[config.mk]
export PLATFORM = sky130hd
export DESIGN_NAME = line_sensor_position_tracker_top
export DESIGN_NICKNAME = d
export VERILOG_FILES = /design/src/rtl/core/lspt_pkg.sv /design/src/rtl/core/lspt_datapath.sv /design/src/rtl/core/lspt_ctrl.sv /design/src/rtl/core/line_sensor_position_tracker_top.sv
export SDC_FILE = /design/constraint.sdc
export NUM_CORES = 1
export LEC_CHECK = 0
export CAP_MARGIN = 20
export CORE_ASPECT_RATIO = 1.75
export CORE_MARGIN = 5
export CORE_UTILIZATION = 35
export DETAILED_ROUTE_END_ITERATION = 16
export DONT_BUFFER_PORTS = 1
export PLACE_DENSITY = 0.56
export SLEW_MARGIN = 20
export SYNTH_ARGS = -nofsm -noshare
export SYNTH_HDL_FRONTEND = slang
export SYNTH_SLANG_ARGS = --single-unit
[constraint.sdc]
create_clock -name aclk -period 24.4 [get_ports aclk]
set_clock_uncertainty 0.15 [all_clocks]
set_input_delay 4.88 -clock aclk [delete_from_list [all_inputs] [get_ports aclk]]
set_output_delay 4.88 -clock aclk [all_outputs]
set_load 0.02 [all_outputs]
[src/rtl/core/lspt_pkg.sv]
// ============================================================================
// lspt_pkg: shared types and constants for the line sensor position tracker
// Holds the sensor count, derived widths, mode codes, the servo reload
// tables and the command and status words between controller and datapath.
// ============================================================================
package lspt_pkg;

    // The sensor count fixes the number of sample ports, so it is a constant.
    localparam int NUM_SENSORS      = 9;
    localparam int SAMPLE_BITS_DEF  = 10;

    localparam int IDX_W     = $clog2(NUM_SENSORS);
    localparam int CNT_W     = $clog2(NUM_SENSORS + 1);
    localparam int SUM_MAX   = NUM_SENSORS * (NUM_SENSORS - 1) / 2;
    localparam int SUM_W     = $clog2(SUM_MAX + 1);
    localparam int POS_W     = 4;
    localparam int RELOAD_W  = 16;
    localparam int TABLE_LEN = 9;

    // Halves used for the split report.
    localparam int LEFT_END    = NUM_SENSORS / 2;
    localparam int RIGHT_START = (NUM_SENSORS - 1) / 2;

    typedef enum logic [1:0] {
        MODE_SAMPLE = 2'd0,
        MODE_BLACK  = 2'd1,
        MODE_WHITE  = 2'd2,
        MODE_START  = 2'd3
    } mode_t;

    localparam logic signed [1:0] DIR_LEFT  = -2'sd1;
    localparam logic signed [1:0] DIR_NONE  = 2'sd0;
    localparam logic signed [1:0] DIR_RIGHT = 2'sd1;

    typedef struct packed {
        logic load;    // capture an accepted word
        logic scan;    // process one sensor
        logic div;     // one restoring division step
        logic commit;  // move the result into the output register
    } lspt_cmd_t;

    typedef struct packed {
        logic scan_last;
        logic div_last;
    } lspt_status_t;

    function automatic logic [RELOAD_W-1:0] pulse_lut(input logic [POS_W-1:0] idx);
        logic [RELOAD_W-1:0] v;
        unique case (idx)
            4'd0:    v = 16'hFE24;
            4'd1:    v = 16'hFE3D;
            4'd2:    v = 16'hFE56;
            4'd3:    v = 16'hFE6F;
            4'd4:    v = 16'hFE88;
            4'd5:    v = 16'hFEA1;
            4'd6:    v = 16'hFEBA;
            4'd7:    v = 16'hFED3;
            default: v = 16'hFEEC;
        endcase
        return v;
    endfunction

    function automatic logic [RELOAD_W-1:0] gap_lut(input logic [POS_W-1:0] idx);
        logic [RELOAD_W-1:0] v;
        unique case (idx)
            4'd0:    v = 16'hED8A;
            4'd1:    v = 16'hEDA3;
            4'd2:    v = 16'hEDBC;
            4'd3:    v = 16'hEDD5;
            4'd4:    v = 16'hEDEE;
            4'd5:    v = 16'hEE07;
            4'd6:    v = 16'hEE20;
            4'd7:    v = 16'hEE39;
            default: v = 16'hEE52;
        endcase
        return v;
    endfunction

endpackage

[src/rtl/core/lspt_datapath.sv]
// ============================================================================
// lspt_datapath: sensor scan, centroid divider and output register
// Walks the sensors one per cycle, then divides the index sum by the hit
// count one quotient bit per cycle and registers the result word.
// ============================================================================
module lspt_datapath import lspt_pkg::*; #(
    parameter int SAMPLE_BITS = SAMPLE_BITS_DEF
) (
    input  logic                   aclk,
    input  logic                   aresetn,
    input  lspt_cmd_t              cmd,
    output lspt_status_t           status,
    input  logic [1:0]             in_mode,
    input  logic [SAMPLE_BITS-1:0] in_sensor [NUM_SENSORS],
    output logic                   out_traced,
    output logic [POS_W-1:0]       out_line_position,
    output logic [RELOAD_W-1:0]    out_pulse_reload,
    output logic [RELOAD_W-1:0]    out_gap_reload,
    output logic signed [1:0]      out_split_dir
);

    logic [SAMPLE_BITS-1:0] black_reg [NUM_SENSORS];
    logic [SAMPLE_BITS-1:0] white_reg [NUM_SENSORS];
    logic [SAMPLE_BITS-1:0] thr_reg   [NUM_SENSORS];
    logic [SAMPLE_BITS-1:0] samp_reg  [NUM_SENSORS];

    logic             race_reg;
    logic [POS_W-1:0] last_pos_reg;
    logic             trace_reg;
    logic             start_reg;
    logic [IDX_W-1:0] step_reg;
    logic [SUM_W-1:0] sq_reg;     // index sum, then quotient
    logic [CNT_W-1:0] rem_reg;
    logic [CNT_W-1:0] hits_reg;
    logic [CNT_W-1:0] left_reg;
    logic [CNT_W-1:0] right_reg;
    logic             nonzero_reg;

    logic [SAMPLE_BITS-1:0] cur_samp;
    logic [SAMPLE_BITS:0]   avg_sum;
    logic                   hit;
    logic [CNT_W:0]         rem_sh;
    logic                   q_bit;
    logic [CNT_W:0]         rem_sub;
    logic [POS_W-1:0]       pos;
    logic [POS_W-1:0]       tab_idx;
    logic signed [1:0]      dir;

    assign cur_samp = samp_reg[step_reg];
    assign avg_sum  = {1'b0, white_reg[step_reg]} + {1'b0, black_reg[step_reg]};
    assign hit      = trace_reg && (cur_samp > thr_reg[step_reg]);

    assign rem_sh  = {rem_reg, sq_reg[SUM_W-1]};
    assign q_bit   = rem_sh >= {1'b0, hits_reg};
    assign rem_sub = rem_sh - {1'b0, hits_reg};

    assign status.scan_last = step_reg == IDX_W'(NUM_SENSORS - 1);
    assign status.div_last  = step_reg == IDX_W'(SUM_W - 1);

    always_comb begin
        if (hits_reg == '0) begin
            pos = last_pos_reg;
        end else begin
            pos = POS_W'(sq_reg);
        end
        tab_idx = (pos < POS_W'(TABLE_LEN - 1)) ? pos : POS_W'(TABLE_LEN - 1);
        if (!nonzero_reg) begin
            dir = DIR_NONE;
        end else if (right_reg > left_reg) begin
            dir = DIR_RIGHT;
        end else if (right_reg < left_reg) begin
            dir = DIR_LEFT;
        end else begin
            dir = DIR_NONE;
        end
    end

    // Calibration and race state.
    always_ff @(posedge aclk) begin
        if (!aresetn) begin
            race_reg     <= 1'b0;
            last_pos_reg <= '0;
            for (int i = 0; i < NUM_SENSORS; i++) begin
                black_reg[i] <= '0;
                white_reg[i] <= '0;
                thr_reg[i]   <= '0;
            end
        end else begin
            if (cmd.load && !race_reg && in_mode == MODE_BLACK) begin
                for (int i = 0; i < NUM_SENSORS; i++) black_reg[i] <= in_sensor[i];
            end
            if (cmd.load && !race_reg && in_mode == MODE_WHITE) begin
                for (int i = 0; i < NUM_SENSORS; i++) white_reg[i] <= in_sensor[i];
            end
            if (cmd.scan && start_reg) begin
                thr_reg[step_reg] <= avg_sum[SAMPLE_BITS:1];
                if (status.scan_last) begin
                    race_reg <= 1'b1;
                end
            end
            if (cmd.commit && trace_reg) begin
                last_pos_reg <= pos;
            end
        end
    end

    // Per-word working registers.
    always_ff @(posedge aclk) begin
        if (cmd.load) begin
            for (int i = 0; i < NUM_SENSORS; i++) samp_reg[i] <= in_sensor[i];
            trace_reg   <= race_reg;
            start_reg   <= !race_reg && in_mode == MODE_START;
            step_reg    <= '0;
            sq_reg      <= '0;
            rem_reg     <= '0;
            hits_reg    <= '0;
            left_reg    <= '0;
            right_reg   <= '0;
            nonzero_reg <= 1'b1;
        end else if (cmd.scan) begin
            if (cur_samp == '0) begin
                nonzero_reg <= 1'b0;
            end
            if (hit) begin
                sq_reg   <= sq_reg + SUM_W'(step_reg);
                hits_reg <= hits_reg + CNT_W'(1);
                if (step_reg < IDX_W'(LEFT_END)) begin
                    left_reg <= left_reg + CNT_W'(1);
                end
                if (step_reg > IDX_W'(RIGHT_START)) begin
                    right_reg <= right_reg + CNT_W'(1);
                end
            end
            step_reg <= status.scan_last ? '0 : step_reg + IDX_W'(1);
        end else if (cmd.div) begin
            sq_reg   <= {sq_reg[SUM_W-2:0], q_bit};
            rem_reg  <= q_bit ? rem_sub[CNT_W-1:0] : rem_sh[CNT_W-1:0];
            step_reg <= step_reg + IDX_W'(1);
        end
    end

    // Output register; words outside the race are all zero.
    always_ff @(posedge aclk) begin
        if (cmd.commit) begin
            out_traced        <= trace_reg;
            out_line_position <= trace_reg ? pos : '0;
            out_pulse_reload  <= trace_reg ? pulse_lut(tab_idx) : '0;
            out_gap_reload    <= trace_reg ? gap_lut(tab_idx) : '0;
            out_split_dir     <= trace_reg ? dir : DIR_NONE;
        end
    end

endmodule

[src/rtl/core/lspt_ctrl.sv]
// ============================================================================
// lspt_ctrl: sequencing state machine for the position tracker
// Steps the datapath through load, scan, divide and commit, and owns the
// handshake of both channels.
// ============================================================================
module lspt_ctrl import lspt_pkg::*; (
    input  logic         aclk,
    input  logic         aresetn,
    input  logic         s_valid,
    output logic         s_ready,
    output logic         m_valid,
    input  logic         m_ready,
    output lspt_cmd_t    cmd,
    input  lspt_status_t status
);

    typedef enum logic [3:0] {
        ST_IDLE = 4'b0001,
        ST_SCAN = 4'b0010,
        ST_DIV  = 4'b0100,
        ST_DONE = 4'b1000
    } state_t;

    state_t state_reg, state_next;
    logic   out_valid_reg, out_valid_next;
    logic   out_free;

    assign s_ready  = state_reg == ST_IDLE;
    assign m_valid  = out_valid_reg;
    assign out_free = !out_valid_reg || m_ready;

    always_comb begin
        cmd        = '0;
        state_next = state_reg;
        unique case (state_reg)
            ST_IDLE: begin
                cmd.load = s_valid;
                if (s_valid) begin
                    state_next = ST_SCAN;
                end
            end
            ST_SCAN: begin
                cmd.scan = 1'b1;
                if (status.scan_last) begin
                    state_next = ST_DIV;
                end
            end
            ST_DIV: begin
                cmd.div = 1'b1;
                if (status.div_last) begin
                    state_next = ST_DONE;
                end
            end
            ST_DONE: begin
                cmd.commit = out_free;
                if (out_free) begin
                    state_next = ST_IDLE;
                end
            end
            default: begin
                state_next = ST_IDLE;
            end
        endcase
    end

    always_comb begin
        if (cmd.commit) begin
            out_valid_next = 1'b1;
        end else if (m_ready) begin
            out_valid_next = 1'b0;
        end else begin
            out_valid_next = out_valid_reg;
        end
    end

    always_ff @(posedge aclk) begin
        if (!aresetn) begin
            state_reg     <= ST_IDLE;
            out_valid_reg <= 1'b0;
        end else begin
            state_reg     <= state_next;
            out_valid_reg <= out_valid_next;
        end
    end

    a_accept_starts_scan: assert property (@(posedge aclk) disable iff (!aresetn)
        s_valid && s_ready |=> state_reg == ST_SCAN)
        else $error("accepted word did not start a scan");

    a_div_ends_in_done: assert property (@(posedge aclk) disable iff (!aresetn)
        state_reg == ST_DIV && status.div_last |=> state_reg == ST_DONE)
        else $error("division did not finish into the done state");

    a_commit_only_when_free: assert property (@(posedge aclk) disable iff (!aresetn)
        cmd.commit |-> state_reg == ST_DONE && (!out_valid_reg || m_ready))
        else $error("result committed over a waiting word");

    a_pending_word_kept: assert property (@(posedge aclk) disable iff (!aresetn)
        out_valid_reg && !m_ready && !cmd.commit |=> out_valid_reg)
        else $error("pending result word dropped");

endmodule

[src/rtl/core/line_sensor_position_tracker_top.sv]
// ============================================================================
// line_sensor_position_tracker_top: line sensor position tracker
// Calibrates per-sensor thresholds, then turns each scan of the sensor row
// into a line position, servo timer reloads and a split direction.
// ============================================================================
// Usage notes.
// The input channel (s_valid/s_ready) carries one word per sensor scan: a
// mode and one sample per sensor. Before the race, store-black and
// store-white words latch calibration levels and a start word derives the
// thresholds and enables racing. Every accepted word yields exactly one
// result word on the m_ channel (m_valid/m_ready); outside the race that
// word is all zero, during the race m_traced is set.
// From acceptance the block scans one sensor per cycle, then runs the
// centroid division one quotient bit per cycle, then commits the result
// to the output register once it is free. One word is in flight at a
// time, so a new word is taken only after the previous one is committed.
// The result sits in its own output register, so s_ready returns while a
// finished word still waits for m_ready. If the receiver stalls, the next
// result waits in the datapath and the block takes no new word until the
// output register frees. Reset (aresetn low at a clock edge) clears the
// calibration levels, thresholds, held position and race flag.
// ============================================================================
module line_sensor_position_tracker_top import lspt_pkg::*; #(
    parameter int SAMPLE_BITS = SAMPLE_BITS_DEF
) (
    input  logic                   aclk,
    input  logic                   aresetn,
    input  logic                   s_valid,
    output logic                   s_ready,
    input  logic [1:0]             s_mode,
    input  logic [SAMPLE_BITS-1:0] s_sensor_0,
    input  logic [SAMPLE_BITS-1:0] s_sensor_1,
    input  logic [SAMPLE_BITS-1:0] s_sensor_2,
    input  logic [SAMPLE_BITS-1:0] s_sensor_3,
    input  logic [SAMPLE_BITS-1:0] s_sensor_4,
    input  logic [SAMPLE_BITS-1:0] s_sensor_5,
    input  logic [SAMPLE_BITS-1:0] s_sensor_6,
    input  logic [SAMPLE_BITS-1:0] s_sensor_7,
    input  logic [SAMPLE_BITS-1:0] s_sensor_8,
    output logic                   m_valid,
    input  logic                   m_ready,
    output logic                   m_traced,
    output logic [POS_W-1:0]       m_line_position,
    output logic [RELOAD_W-1:0]    m_pulse_reload,
    output logic [RELOAD_W-1:0]    m_gap_reload,
    output logic signed [1:0]      m_split_dir
);

    lspt_cmd_t              cmd;
    lspt_status_t           status;
    logic [SAMPLE_BITS-1:0] sensors [NUM_SENSORS];

    // Gather the sample ports into one row, leftmost sensor first.
    assign sensors[0] = s_sensor_0;
    assign sensors[1] = s_sensor_1;
    assign sensors[2] = s_sensor_2;
    assign sensors[3] = s_sensor_3;
    assign sensors[4] = s_sensor_4;
    assign sensors[5] = s_sensor_5;
    assign sensors[6] = s_sensor_6;
    assign sensors[7] = s_sensor_7;
    assign sensors[8] = s_sensor_8;

    lspt_ctrl u_ctrl (
        .aclk    (aclk),
        .aresetn (aresetn),
        .s_valid (s_valid),
        .s_ready (s_ready),
        .m_valid (m_valid),
        .m_ready (m_ready),
        .cmd     (cmd),
        .status  (status)
    );

    lspt_datapath #(
        .SAMPLE_BITS (SAMPLE_BITS)
    ) u_datapath (
        .aclk              (aclk),
        .aresetn           (aresetn),
        .cmd               (cmd),
        .status            (status),
        .in_mode           (s_mode),
        .in_sensor         (sensors),
        .out_traced        (m_traced),
        .out_line_position (m_line_position),
        .out_pulse_reload  (m_pulse_reload),
        .out_gap_reload    (m_gap_reload),
        .out_split_dir     (m_split_dir)
    );

endmodule

==> summary.md, run 1 <==
| Metric | Value |
|---|---|
| Leakage | `8.45 nW` |
| Register area share after synthesis | `64.9%` |
| Outcome | `complete, no violations` |
| Max_slew headroom | `23.5%` |
| Hold Buf Count CTS | `0` |
| # IOs | `137` |
| YS warnings | `0` |
| Worst R2R Setup Slack | `19070 ps` |
| Async S/R FF share, synth | `0%` |
| Synth cell types | `75` |
| FF-to-FF End | `u_datapath.thr_reg[13][7]` |
| Syn Inst Count | `1518` |
| PD cells | `74.7 nW/um2` |
| Register bit total from synthesis | `496` |
| Clk slew on worst S/H paths | `60 ps` |
| Die W | `201 um` |
| Endpoints failing setup | `0` |
| Worst Path Arrival | `6940 ps` |
| FMAX | `146 MHz` |
| Initial core utilization | `35.3%` |
| Post-synth EDFFs | `455` |
| Max Slew Vio Count | `0` |
| Post-Syn Area per Cell | `14.7 um2` |
| GPL Wtd Cong | `0.839` |
| Number of flip-flops in the largest register | `160` |
| Met2 Wirelength | `29500 um` |
| Initial antenna violation count | `1` |
| Crit. End Element | `register` |
| Synth Flop Type | `edfxtp_1` |
| Fin crit share | `28.1%` |
| Sink Count | `496` |
| Wirelength per Cell | `22.3 um` |
| Final Hold Viols | `0` |
| Most frequent cells in the layout | `455 x edfxtp_1, 183 x and2_1, 123 x nor2_1` |
| Antenna viol nets, final | `0` |
| First-pass iteration count of the detailed router | `4` |
| Commonest non-fill, non-tap cell in the layout | `edfxtp_1` |
| Hold path endpoint | `u_datapath.left_reg[3]` |
| Vias in the first global route | `13034` |
| Congestion Overflow GR | `0` |
| Syn Std Cell Area | `22300 um2` |
| Initial DRC count | `799` |
| Setup_tns | `0 ps` |
| DRC Markers | `0` |
| Worst hold path type | `register to register` |
| Crit start category | `input pin` |
| Core Area | `63200 um2` |
| Share of cells above drive strength 1 | `14.4%` |
| Max clock buf depth | `3` |
| Top sig layer | `met4` |
| Post-CTS setup buffer count | `0` |
| Max VDD drop | `64.6 uV` |
| Via density | `5.20` |
| Largest net degree at the start of global routing | `91` |
| Root Driver | `clkbuf_16` |
| Min Tclk post-route | `6860 ps` |
| Setup Crit Path Kind | `input pin to register` |
| Post-DP HPWL | `36200 um` |
| Die area | `69100 um2` |
| Routed met3 length | `3120 um` |
| PostCTS Resize Cnt | `0` |
| Skew-Pair Late Insertion Delay | `620 ps` |
| CTS tree | `yes` |
| Port Buffers | `0` |
| CTS buffer count | `48` |
| WHS Path Cells | `2` |
| Design Power | `1.83 mW` |
| H-tree levels | `2` |
| GRT Resource Usage Total | `14.9%` |
| Synth-to-layout area growth | `9.74%` |
| FP Rows | `122` |
| Total number of vias | `12125` |
| Reg2Reg Depth | `11` |
| Routed met1 length | `18000 um` |
| Critical Path RT | `24480 ps` |
| Routed wire length | `52000 um` |
| Layout Nets | `1630` |
| Die Span Y | `344 um` |
| Worst-Margin Slew | `1150 ps` |
| Hold_sp | `u_datapath.left_reg[3]` |
| RSZ-0062 raised after global routing | `no` |
| Worst-path fanout max | `61` |
| Global-route wire length before repair | `79000 um` |
| Max_cap viols | `0` |
## cell type report
type / count / area (um2)
clock inverter: 30 / 235
fill: 5974 / 38700
timing repair buffer: 19 / 155
multi-input combinational: 875 / 7170
inverter: 48 / 183
antenna: 1 / 2.50
sequential: 496 / 14500
tap: 806 / 1010
clock buffer: 57 / 1230
## kinds of logic after synthesis
kind of cell / Yosys count / synth area share, %
buffers and inverters: 148 / 3.11
other: 1 / 0.0168
adders and majority gates: 46 / 2.68
muxes: 150 / 12.2
xor gates and xnor gates: 9 / 0.387
AOI/OAI and AO/OA: 173 / 5.16
and+or+nand+nor: 495 / 11.6
DFF: 496 / 64.9
## synth_stat cells, types with 8 or more instances
cell / number / share of area (%)
mux2i_1: 41 / 1.8
mux4_2: 95 / 9.6
nand2_1: 83 / 1.4
nor2_1: 127 / 2.1
buf_4: 22 / 0.74
o31ai_1: 9 / 0.30
ha_1: 43 / 2.4
nand4_1: 12 / 0.34
nor2b_1: 11 / 0.31
dfxtp_1: 41 / 3.7
buf_2: 15 / 0.34
a21o_1: 14 / 0.47
inv_1: 47 / 0.79
nor3_1: 13 / 0.29
nand2b_1: 8 / 0.22
edfxtp_1: 455 / 61
o21ai_0: 45 / 1.0
mux2_2: 13 / 0.66
and2_1: 183 / 5.1
a21oi_1: 40 / 0.90
clkbuf_1: 54 / 0.91
nand3_1: 27 / 0.61
## worst max-delay path by stage
stage | cells after the start | slack, ps | end | start
CTS | 1 | 17520 | m_gap_reload[13] | u_datapath.out_gap_reload[14]
finish | 4 | 17540 | u_datapath.white_reg[6][5] | s_valid
global placement | 4 | 16970 | u_datapath.white_reg[4][8] | s_valid
global route | 4 | 17400 | u_datapath.white_reg[6][5] | s_valid
detailed placement | 4 | 16920 | u_datapath.white_reg[4][8] | s_valid
floorplan | 3 | 9180 | u_datapath.white_reg[0][0] | s_valid
## worst max-delay path, stage by stage
cell,delay (ps)
nand2_1,380
o41ai_2,420
buf_4,440
buf_4,710
## metrics by stage
step / hold WS [ps] / setup slack (ps) / area [um2] / utilization, % / instances
finish: 310 / 17540 / 24500 / 38.7 / 2332
global route: 322 / 17400 / 24500 / 38.7 / 2331
floorplan: 282 / 9180 / 22300 / - / 1519
detailed placement: 301 / 16920 / 23000 / 36.4 / 2244
CTS: 310 / 17520 / 24500 / 38.7 / 2331
global placement: 294 / 16970 / 23000 / 36.4 / 2244
## where the power goes
group          switching, mW  internal [mW]
Sequential            0.0121          0.971
Combinational         0.0930         0.0472
Clock                  0.329          0.376
## metal layers
layer / up-vias / track usage, %
met5: - / 0
met4: 0 / 4.52
met3: 81 / 3.88
met2: 291 / 30.1
met1: 6135 / 14.8
li1: 5618 / -
Power figures use the tool's default switching activity.
==> run 2: changes to the inputs <==
clock period = 6.6 ns   (was 24.4 ns; I/O delays follow)
==> run 2 against run 1 <==
Register-to-register slack got worse by 17000 ps. Clock power rose to 4.0 times the previous value. Wire length rose by 4.5%. Sequential share of layout area fell by 0.61 points. Highest routed layer unchanged.
==> summary.md, run 2 (synthesized netlist as in run 1, its figures left out) <==
| Metric | Value |
|---|---|
| # fillers | `5912 (-1.0%)` |
| GR peak layer | `met2` |
| # diodes | `0 (-1)` |
| Core Area | `63200 um2 (unchanged)` |
| Fin crit share | `73.7%` |
| Clk slew on worst S/H paths | `70 ps (about the same)` |
| H-tree levels | `2 (unchanged)` |
| Routed wire length | `54400 um (+4.5%)` |
| Setup Crit Path Kind | `register to register` |
| Total number of vias | `12221 (+0.79%)` |
| CTS buffer count | `47 (-2.1%)` |
| Met1 usage | `15.9% (+1.1 points)` |
| Sw Ratio | `23.2% (-0.58 points)` |
| GRT Resource Usage Total | `15.7% (+0.74 points)` |
| Die W | `201 um (unchanged)` |
| Design Power | `6.98 mW (+280%)` |
| Worst Path Arrival | `4980 ps (-1960 ps)` |
| CP peak stage delay | `850 ps (+140 ps)` |
| Sink Count | `496 (unchanged)` |
| CP dominant cell by count | `a21oi_1` |
| Critical path buffer and inverter count | `1 (-1)` |
| Max Slew Vio Count | `0 (unchanged)` |
| Global-route wire length before repair | `81700 um (+3.5%)` |
| Design area | `24700 um2 (+1.0%)` |
| Sequential share of power | `52.1% (-1.7 points)` |
| Die Span Y | `344 um (unchanged)` |
| Initial core utilization | `35.3% (unchanged)` |
| Crit start category | `register` |
| Die area | `69100 um2 (unchanged)` |
| PD cells | `282 nW/um2 (+280%)` |
| P_int | `5.36 mW (+280%)` |
| GPL Wtd Cong | `0.798 (-4.9%)` |
| Clock Power Share | `40.3% (+1.7 points)` |
| FMAX | `206 MHz` |
| Initial DRC count | `699 (-13%)` |
| Logic pwr share | `7.6% (about the same)` |
| Worst hold path type | `register to register` |
| Met2 usage | `30.5% (+0.49 points)` |
| Endpoints failing setup | `0 (unchanged)` |
| Antenna viol nets, final | `0 (unchanged)` |
| Min Tclk post-route | `4860 ps` |
| CTS tree | `yes` |
| Crit-path slowest cell | `dfxtp_4` |
| Worst-path fanout max | `49 (-20%)` |
| RSZ-0062 raised after global routing | `no` |
| Non-filler cells, final | `2340 (+0.34%)` |
| Crit. End Element | `register` |
| Synth-to-layout area growth | `10.9%` |
| Hold Buf Count CTS | `0 (unchanged)` |
| Via density | `5.22 (+0.45%)` |
| Layout Nets | `1637 (+0.43%)` |
| Placed Instances | `2252 (+0.36%)` |
| Leakage | `8.57 nW (+1.5%)` |
| Worst-Margin Slew | `1010 ps (-133 ps)` |
| Max clock buf depth | `3 (unchanged)` |
| Hold slack | `311 ps (+0.483 ps)` |
| Skew-Pair Late Insertion Delay | `620 ps (about the same)` |
| Max_cap viols | `0 (unchanged)` |
| Critical Path RT | `6710 ps (-17770 ps)` |
| Post-DP HPWL | `38000 um (+4.9%)` |
| # IOs | `137 (unchanged)` |
| Dpl cell area | `23100 um2 (+0.52%)` |
| PostCTS Resize Cnt | `0 (unchanged)` |
| Initial antenna violation count | `1 (unchanged)` |
| M3 GR Usage | `3.54% (-0.34 points)` |
| Post-CTS setup buffer count | `0 (unchanged)` |
| Wirelength per Cell | `23.2 um (+4.2%)` |
| Share of cells above drive strength 1 | `15.5% (+1.2 points)` |
| Sw power | `1.62 mW (+270%)` |
| Crit path max-delay family | `compound AO/OA/AOI/OAI gates` |
| Max_slew headroom | `32.3% (+8.8 points)` |
| Largest net degree at the start of global routing | `91 (unchanged)` |
| Root Driver | `clkbuf_16` |
| Number of flip-flops in the largest register | `160 (unchanged)` |
| Vias in the first global route | `13190 (+1.2%)` |
| Outcome | `complete, no violations` |
| Congestion Overflow GR | `0 (unchanged)` |
| DRC Markers | `0 (unchanged)` |
| Max VDD drop | `242 uV (+270%)` |
| Port Buffers | `0 (unchanged)` |
| Commonest non-fill, non-tap cell in the layout | `edfxtp_1` |
| Final Hold Viols | `0 (unchanged)` |
| FP Rows | `122 (unchanged)` |
| Most frequent cells in the layout | `455 x edfxtp_1, 183 x and2_1, 123 x nor2_1` |
| First-pass iteration count of the detailed router | `5 (+1)` |
| Crit-path cells | `o21ai_0 -> mux4_2 -> nor2_1 -> a21oi_1 -> fa_1 -> a21o_1 -> a21oi_1 -> o21bai_1 -> a2111o_1 -> a221oi_4 -> inv_1` |
| Setup_tns | `0 ps (unchanged)` |
## run 2: path summary, 6_finish.rpt
path / slack [ps] / startpoint / cells after the start / to
max: 1740 / register / 11 / u_datapath.thr_reg[15][9]
min: 310 / u_datapath.left_reg[3] / 2 / u_datapath.left_reg[3]
max reg2reg: 1740 / register / 11 / u_datapath.thr_reg[15][9]
min reg2reg: 310 / u_datapath.left_reg[3] / 2 / u_datapath.left_reg[3]
## run 2: layout make-up
class | instances | area [um2] | share of cell area [%]
sequential | 496 | 14500 | 58.6
multi-input combinational | 875 | 7190 | 29.1
clock buffer | 61 | 1280 | 5.19
tap | 806 | 1010 | 4.08
clock inverter | 27 | 325 | 1.32
timing repair buffer | 27 | 253 | 1.02
inverter | 48 | 183 | 0.739
## run 2: power groups by stage
| stage | clock network (mW) | registers, mW | logic, mW |
|---|---|---|---|
| 2_1_floorplan | 0 | 3.69 | 0.383 |
| 3_3_place_gp | 0 | 3.70 | 0.530 |
| 3_5_place_dp | 0 | 3.71 | 0.539 |
| 4_1_cts | 2.88 | 3.64 | 0.540 |
| 5_1_grt | 3.00 | 3.65 | 0.578 |
| 6_report | 2.81 | 3.64 | 0.530 |
## run 2: layer usage
| metal | up-vias | wire length [um] |
|---|---|---|
| met5 | - | 0 |
| met4 | 0 | 2300 |
| met3 | 90 | 2870 |
| met2 | 307 | 30400 |
| met1 | 6200 | 18800 |
| li1 | 5624 | - |
## run 2: tightest hold or removal path, delay by kind of cell, from the launching register on
family	cells	cell delay (ps)
flip-flops	1	310
AND/OR/NAND/NOR	1	50
multiplexers	1	50
## run 2: metrics by stage
stage                     worst slack (ps)  util [%]
after detailed placement              1750      36.6
after floorplan                       -735         -
final                                 1740      39.1
after global routing                  1390      39.1
after CTS                             1690      39.1
after global placement                1800      36.6
==> run 3: changes to the inputs <==
clock period = 5.1 ns   (was 6.6 ns; I/O delays follow)
==> run 3 against run 2 <==
Final area is 0.57% higher. Largest power group unchanged. Critical path type unchanged. Non-clock buffer count grew 10. Clock power increased by 30%.
==> summary.md, run 3 (synthesized netlist as in run 1, its figures left out) <==
| Metric | Value |
|---|---|
| Share of cells above drive strength 1 | `16.4% (+0.87 points)` |
| First-pass iteration count of the detailed router | `5 (unchanged)` |
| PD cells | `364 nW/um2 (+29%)` |
| Root Driver | `clkbuf_16` |
| Sequential share of power | `51.8% (-0.3 points)` |
| Final Hold Viols | `0 (unchanged)` |
| Max_cap viols | `0 (unchanged)` |
| DRC Markers | `0 (unchanged)` |
| Initial DRC count | `786 (+12%)` |
| Worst-path fanout max | `34 (-31%)` |
| FMAX | `226 MHz (+9.8%)` |
| Worst hold path type | `register to register` |
| Sw Ratio | `23.2% (+0.054 points)` |
| Fin crit share | `86.8% (+13 points)` |
| Logic pwr share | `8.0% (+0.4 points)` |
| Via density | `5.27 (+0.91%)` |
| Wirelength per Cell | `23.4 um (+0.63%)` |
| Synth-to-layout area growth | `11.5%` |
| Min Tclk post-route | `4430 ps (-435 ps)` |
| Max_slew headroom | `26.8% (-5.5 points)` |
| Routed wire length | `55000 um (+1.2%)` |
| Sink Count | `496 (unchanged)` |
| Crit. End Element | `register` |
| Crit start category | `register` |
| Clk slew on worst S/H paths | `70 ps (about the same)` |
| Design Power | `9.07 mW (+30%)` |
| FP Rows | `122 (unchanged)` |
| CTS tree | `yes` |
| Core Area | `63200 um2 (unchanged)` |
| Largest net degree at the start of global routing | `91 (unchanged)` |
| H-tree levels | `2 (unchanged)` |
| Routed met3 length | `3310 um (+15%)` |
| Hold_sp | `u_datapath.left_reg[3]` |
| Leakage | `8.64 nW (+0.77%)` |
| Clock Power Share | `40.2% (about the same)` |
| Met2 Wirelength | `30400 um (-0.14%)` |
| Commonest non-fill, non-tap cell in the layout | `edfxtp_1` |
| Worst Path Arrival | `4580 ps (-400 ps)` |
| GPL Wtd Cong | `0.797 (-0.15%)` |
| Hold path endpoint | `u_datapath.left_reg[3]` |
| Skew-Pair Late Insertion Delay | `610 ps (about the same)` |
| Most frequent cells in the layout | `455 x edfxtp_1, 183 x and2_1, 120 x nor2_1` |
| FF-to-FF End | `u_datapath.thr_reg[13][9]` |
| CTS buffer count | `47 (unchanged)` |
| Final core occ | `39.4% (+0.22 points)` |
| GRT Resource Usage Total | `15.7% (+0.022 points)` |
| Post-DP HPWL | `38000 um (about the same)` |
| Top sig layer | `met4` |
| Global-route wire length before repair | `82200 um (+0.59%)` |
| Critical Path RT | `5260 ps (-1450 ps)` |
| Number of flip-flops in the largest register | `160 (unchanged)` |
| Sw power | `2.10 mW (+30%)` |
| Setup Crit Path Kind | `register to register` |
| WHS Path Cells | `2 (unchanged)` |
| Endpoints failing setup | `0 (unchanged)` |
| Post-CTS setup buffer count | `0 (unchanged)` |
| Layout Nets | `1647 (+0.61%)` |
| Worst-Margin Slew | `1100 ps (+82.1 ps)` |
| RSZ-0062 raised after global routing | `no` |
| Max VDD drop | `308 uV (+27%)` |
| PostCTS Resize Cnt | `0 (unchanged)` |
| Vias in the first global route | `12950 (-1.8%)` |
| P_int | `6.96 mW (+30%)` |
| Antenna viol nets, final | `0 (unchanged)` |
| Total number of vias | `12401 (+1.5%)` |
| Max clock buf depth | `3 (unchanged)` |
| Initial core utilization | `35.3% (unchanged)` |
| Max Slew Vio Count | `0 (unchanged)` |
| # IOs | `137 (unchanged)` |
| Initial antenna violation count | `1 (unchanged)` |
| Die area | `69100 um2 (unchanged)` |
| Routed met1 length | `19500 um (+3.7%)` |
| Port Buffers | `0 (unchanged)` |
| Hold Buf Count CTS | `0 (unchanged)` |
| Die W | `201 um (unchanged)` |
| Outcome | `complete, no violations` |
| Worst R2R Setup Slack | `670 ps (-1070 ps)` |
| Die Span Y | `344 um (unchanged)` |
| Congestion Overflow GR | `0 (unchanged)` |
| Reg2Reg Depth | `11 (unchanged)` |
[run 3: changes by cell type in the layout (fill, tap and decap cells not counted), sizes merged, moves of 2 or more]
cell      delta
clkinvlp     +2
clkbuf       -6
inv          +2
buf         +10
diode        +3
[run 3: stage by stage]
stage                     setup WS (ps)  instances  hold WS, ps  setup TNS, ps  instance area (um2)
after global routing                451       2350          322              0                24900
final                               673       2353          307              0                24900
after CTS                           669       2350          314              0                24900
after floorplan                   -1940       1519          282        -349890                22300
after global placement              778       2262          300              0                23300
after detailed placement            702       2262          305              0                23300
[run 3: worst max path at each step]
stage                              startpoint                          to  slack [ps]  depth (start not counted)
after floorplan           u_ctrl.state_reg[3]  u_datapath.black_reg[0][0]       -1940                          4
after global placement               register   u_datapath.thr_reg[10][9]         780                         11
after detailed placement             register    u_datapath.thr_reg[9][9]         700                         11
after CTS                            register   u_datapath.thr_reg[13][9]         670                         11
after global routing                 register      u_datapath.left_reg[0]         450                         12
final                                register   u_datapath.thr_reg[13][9]         670                         11
[run 3: cell type report]
type,instances,area [um2]
tap,806,1010
antenna,3,7.51
multi-input combinational,875,7200
sequential,496,14500
timing repair buffer,37,378
fill,5918,38300
inverter,48,183
clock buffer,55,1230
clock inverter,33,382
[run 3: routing by layer]
layer | GRT usage [%] | up-vias
met1 | 16.4 | 6281
met5 | 0 | -
met4 | 5.71 | 0
li1 | - | 5673
met2 | 30.3 | 343
met3 | 3.83 | 104
[run 3: power by group through the flow]
| stage | Clock (mW) | Combinational [mW] | Sequential (mW) |
|---|---|---|---|
| floorplan | 0 | 0.496 | 4.78 |
| global placement | 0 | 0.721 | 4.78 |
| detailed placement | 0 | 0.733 | 4.79 |
| CTS | 3.72 | 0.735 | 4.70 |
| global route | 3.88 | 0.784 | 4.71 |
| finish | 3.65 | 0.723 | 4.70 |
[run 3: critical path: stages, from the launching register on]
cell and delay (ps):
dfxtp_4 670, buf_4 320, mux4_2 330, mux2i_1 200
o21ai_0 170, fa_1 480, a21o_1 220, a21oi_1 280
o21bai_1 140, a2111o_1 470, a221oi_4 440, inv_1 230
